[config.mk]
export PLATFORM = sky130hd
export DESIGN_NAME = lfa_mac
export DESIGN_NICKNAME = d
export VERILOG_FILES = /design/src/lfa_pkg.sv /design/src/lfa_mac.sv
export SDC_FILE = /design/constraint.sdc
export NUM_CORES = 2
export LEC_CHECK = 0
export BUFFER_PORTS_ARGS = -buffer_cell sky130_fd_sc_hd__buf_2
export CORE_ASPECT_RATIO = 2
export CORE_MARGIN = 2
export CORE_UTILIZATION = 62
export CTS_CLUSTER_DIAMETER = 120
export CTS_CLUSTER_SIZE = 8
export DETAILED_ROUTE_END_ITERATION = 16
export HOLD_SLACK_MARGIN = 0.02
export PLACE_DENSITY_LB_ADDON = 0.25
export SLEW_MARGIN = 15
export SYNTH_ARGS = -nofsm -noshare
export SYNTH_HDL_FRONTEND = slang
export SYNTH_SLANG_ARGS = --single-unit
[constraint.sdc]
create_clock -name clk -period 5.4 [get_ports clk]
set_clock_uncertainty 0.1 [all_clocks]
set_input_delay 1.08 -clock clk [delete_from_list [all_inputs] [get_ports clk]]
set_output_delay 1.08 -clock clk [all_outputs]
set_load 0.01 [all_outputs]
[src/lfa_pkg.sv]
// ----------------------------------------------------------------------------
// lfa_pkg
// Shared widths, constants and types of the leaky frame averager.
// ----------------------------------------------------------------------------
package lfa_pkg;

	localparam int SAMPLE_W       = 32;
	localparam int ELEM_W         = 12;
	localparam int STEPS_W        = 16;
	localparam int GAIN_W         = 25;
	localparam int MS_W           = 63;
	localparam int GAIN_FRAC_BITS = 24;
	localparam int ELEMENTS_DEF   = 4096;

	localparam int CFG_IDX_W  = 1;
	localparam int CFG_DATA_W = GAIN_W;

	// shared multiplier operands and accumulator
	localparam int OPA_W  = SAMPLE_W + 1;
	localparam int OPB_W  = GAIN_W + 1;
	localparam int PROD_W = OPA_W + OPB_W;
	localparam int ACC_W  = GAIN_FRAC_BITS + 64;

	localparam logic [GAIN_W-1:0] GAIN_ONE  = GAIN_W'(1) << GAIN_FRAC_BITS;
	localparam logic [GAIN_W-1:0] GAIN_HALF = GAIN_W'(1) << (GAIN_FRAC_BITS - 1);

	// reset gain is 1e-5 in Q1.24, rounded
	localparam int GAIN_RESET_DIV = 100000;
	localparam int GAIN_RESET_I   =
		((1 << GAIN_FRAC_BITS) + GAIN_RESET_DIV / 2) / GAIN_RESET_DIV;
	localparam logic [GAIN_W-1:0] GAIN_RESET = GAIN_W'(GAIN_RESET_I);

	typedef enum logic [CFG_IDX_W-1:0] {
		CFG_GAIN   = 1'b0,
		CFG_SQUARE = 1'b1
	} cfg_reg_t;

	typedef enum logic [1:0] {
		SH_0  = 2'd0,
		SH_16 = 2'd1,
		SH_32 = 2'd2
	} mac_shift_t;

	typedef struct packed {
		logic       valid;
		logic       clear;
		logic       half;
		mac_shift_t shift;
	} mac_op_t;

	function automatic int idx_width(input int depth);
		idx_width = (depth > 1) ? $clog2(depth) : 1;
	endfunction

endpackage

[src/lfa_mac.sv]
// ----------------------------------------------------------------------------
// lfa_mac
// Shared signed multiply-accumulate unit: registered product, then a
// shifted accumulate with optional clear and rounding offset.
// ----------------------------------------------------------------------------
module lfa_mac import lfa_pkg::*; (
	input  logic                    clk,
	input  logic                    arst_n,
	input  mac_op_t                 op,
	input  logic signed [OPA_W-1:0] opa,
	input  logic signed [OPB_W-1:0] opb,
	output logic [ACC_W-1:0]        acc
);

	logic signed [PROD_W-1:0] prod_s1;
	mac_op_t                  op_s1;
	logic [ACC_W-1:0]         acc_q;
	logic signed [ACC_W-1:0]  prod_ext;
	logic [ACC_W-1:0]         addend;
	logic [ACC_W-1:0]         base;

	always_ff @(posedge clk or negedge arst_n) begin
		if (!arst_n) begin
			op_s1 <= '0;
		end else begin
			op_s1 <= op;
		end
	end

	always_ff @(posedge clk) begin
		prod_s1 <= PROD_W'(opa) * PROD_W'(opb);
	end

	assign prod_ext = ACC_W'(prod_s1);

	always_comb begin
		case (op_s1.shift)
			SH_0:    addend = prod_ext;
			SH_16:   addend = prod_ext << 16;
			SH_32:   addend = prod_ext << 32;
			default: addend = prod_ext;
		endcase
		if (op_s1.clear) begin
			base = op_s1.half ? ACC_W'(GAIN_HALF) : '0;
		end else begin
			base = acc_q;
		end
	end

	always_ff @(posedge clk) begin
		if (op_s1.valid) begin
			acc_q <= base + addend;
		end
	end

	assign acc = acc_q;

endmodule

==> run summary <==
status - finished, violations left
failing checks - negative setup slack
Slew @ Worst Pin - 0.907 ns
Post-synth EDFFs - 88
DR pass1 iterations - 6
die area - 67900 sq um
vias in the first global route - 36459
initial antenna violation count - 1
synthesized instance count - 4517
Yosys top cell area share - 43.2%
RSZ-0062 raised after global routing - yes
TritonCTS Buffers - 17
Final #Nets - 6150
Setup crit end kind - flop
Final GP Congestion - 0.961
count leader, synth - inv_1
root buffer cell - clkbuf_16
worst-path maximum fanout - 6
Cell Area, Synth - 40800 sq um
clock tree sinks - 152
clock-pin slew on the worst setup and hold paths - 0.07 ns
Yosys reg bits - 152
CTS tree - done
most instantiated cells after synthesis - 917 x inv_1, 879 x fa_1, 598 x nand2_1
max incr delay on CP - 0.55 ns
worst hold-check path type - primary input to asynchronous set/reset pin
Main synth FF type - edfxtp_1
register area share after synthesis - 9.69%
Iteration-0 DRC Markers - 2546
max-cap viol count - 0
Max Buffers Root-to-Sink - 2
fmax - 134 MHz
chip width - 185 microns
fin worst setup slack - -2.04 ns
first-pass GRT wire length - 195000 microns
routed len/inst - 21.3 microns
period utilization - 138%
Worst-Skew Late Latency - 0.45 ns
# H-tree levels - 4
CP max-delay cell - fa_1
Post-route DRC - 0
Syn Area/Cell - 9.02 sq um
Vias - 33596
Total Neg Setup Slack - -71.41 ns
grt total ovfl - 0
Fin. Hold Viols - 0
Vias/cell - 5.75
Critical Path Most Common Cell - fa_1
Tmin final - 7.44 ns
core area - 65400 sq um
final setup fails - 48
relative slew slack - 39.5%
boundary pin count - 154
Setup Crit Path Kind - primary input to flop
starting density of the core - 62.3%
Cell Area, Placed - 46100 sq um
ANT nets after route - 0
post-detail-place hpwl - 102000 microns
fin. max-slew vios - 0
Finished Cell Area - 49000 sq um
IO buf count - 153
CP required - 5.67 ns
gr usage total - 37.6%
dominant cell type by area after synthesis - fa_1
largest net degree at the start of global routing - 62
FFs w/ async S/R, synth - 3.29%
die height - 367 microns
std cell rows - 133
drt total wl - 125000 microns
Synth Warn # - 0
setup slack, reg-to-reg - 0.25 ns
Post-CTS Hold Buffers - 0
Setup crit start kind - primary input
layout cells sized above 1 - 21.3%
Area growth, synth to finish - 20.1%
Post-Syn Nets - 5711
largest cells by area after synthesis - fa_1 43%, inv_1 8.4%, ha_1 7.6%
count of different cell masters after synthesis - 71
Post-Place Setup Slack - -2.92 ns
arrival time worst endpoint - 7.71 ns
==> through the flow <==
step	utilization [%]	instances	hold WS (ns)
CTS	73.4	5825	0.361
global placement	70.5	5768	0.596
detailed placement	70.5	5768	0.598
global route	74.9	5846	0.364
floorplan	-	4517	0.545
finish	74.9	5847	0.356
==> layout by cell type (no fill, tap or decap), types with 31 or more instances in the layout <==
cell type and count:
buf_6 67, xnor2_1 81, edfxtp_1 88, xor2_1 37, buf_12 36, nand4_1 31, and2_4 31, buf_4 416
fa_2 52, and2_1 351, nor2b_1 102, a21oi_1 131, o21ai_0 94, nand2_1 559, fa_1 827, buf_2 105
dfxtp_1 59, a21o_1 90, ha_4 39, inv_1 855, nor2_1 110, inv_2 60, ha_1 204
==> layer usage <==
layer,vias up,share of wire [%],wire length (microns),track usage (%)
met3,451,6.8,8430,5.63
li1,14726,-,-,-
met1,16906,36,44700,45.6
met4,0,6.9,8620,20.5
met2,1513,51,63000,63.8
met5,-,0,0,0
==> registers in the layout, summed over array words and instances (netlist names) <==
signal and count:
op_s1 5, prod_s1 59, acc 88
==> critical path, delay by kind of cell <==
| kind | cells | cell delay, ns |
|---|---|---|
| adders and majority gates | 8 | 3.78 |
| buffers and inverters | 10 | 0.85 |
| AOI/OAI and AO/OA | 9 | 1.79 |
| and+or+nand+nor | 1 | 0.06 |
| xor gates and xnor gates | 1 | 0.12 |
==> area by class of cell <==
type | instances | area (sq um)
Inverter | 917 | 3450
Clock buffer | 17 | 425
Multi-Input combinational cell | 3223 | 34400
Fill cell | 4541 | 16400
Clock inverter | 15 | 119
Antenna cell | 1 | 2.50
Tap cell | 877 | 1100
Sequential cell | 152 | 3950
Timing Repair Buffer | 645 | 5490
==> final timing paths <==
kind,from,depth (start not counted),endpoint
hold / removal,arst_n,1,op_s1[0]
setup / recovery,opb[4],29,prod_s1[58]
hold reg to reg,acc[0],2,acc[0]
max in group asynchronous,arst_n,1,op_s1[3]
setup reg to reg,op_s1[0],17,acc[62]
min in group clk,acc[0],2,acc[0]
==> cell families (layout without fill, tap and decap cells) <==
logic type | count (synthesis) | in the layout | synth area share (%)
AO/OA/AOI/OAI | 590 | 590 | 9.51
XOR/XNOR | 142 | 142 | 3.05
adder cells (fa/ha/maj) | 1128 | 1128 | 50.8
buffers and inverters | 1142 | 1594 | 10.5
flip-flops | 152 | 152 | 9.69
multiplexers | 4 | 4 | 0.104
other | 0 | 1 | 0
AND/OR/NAND/NOR | 1359 | 1359 | 16.3
==> timing repair <==
item	4_1_cts	5_1_grt
setup endpoints to repair	49	58
pin swaps	140	160
gates cloned	2	2
setup buffers	45	40
endpoints found under the hold margin	0	0
resized for setup	237	241
Power is left out: the tool's default activity adds up to more than one toggle a clock period on the data nets, which glitch-free logic cannot reach.
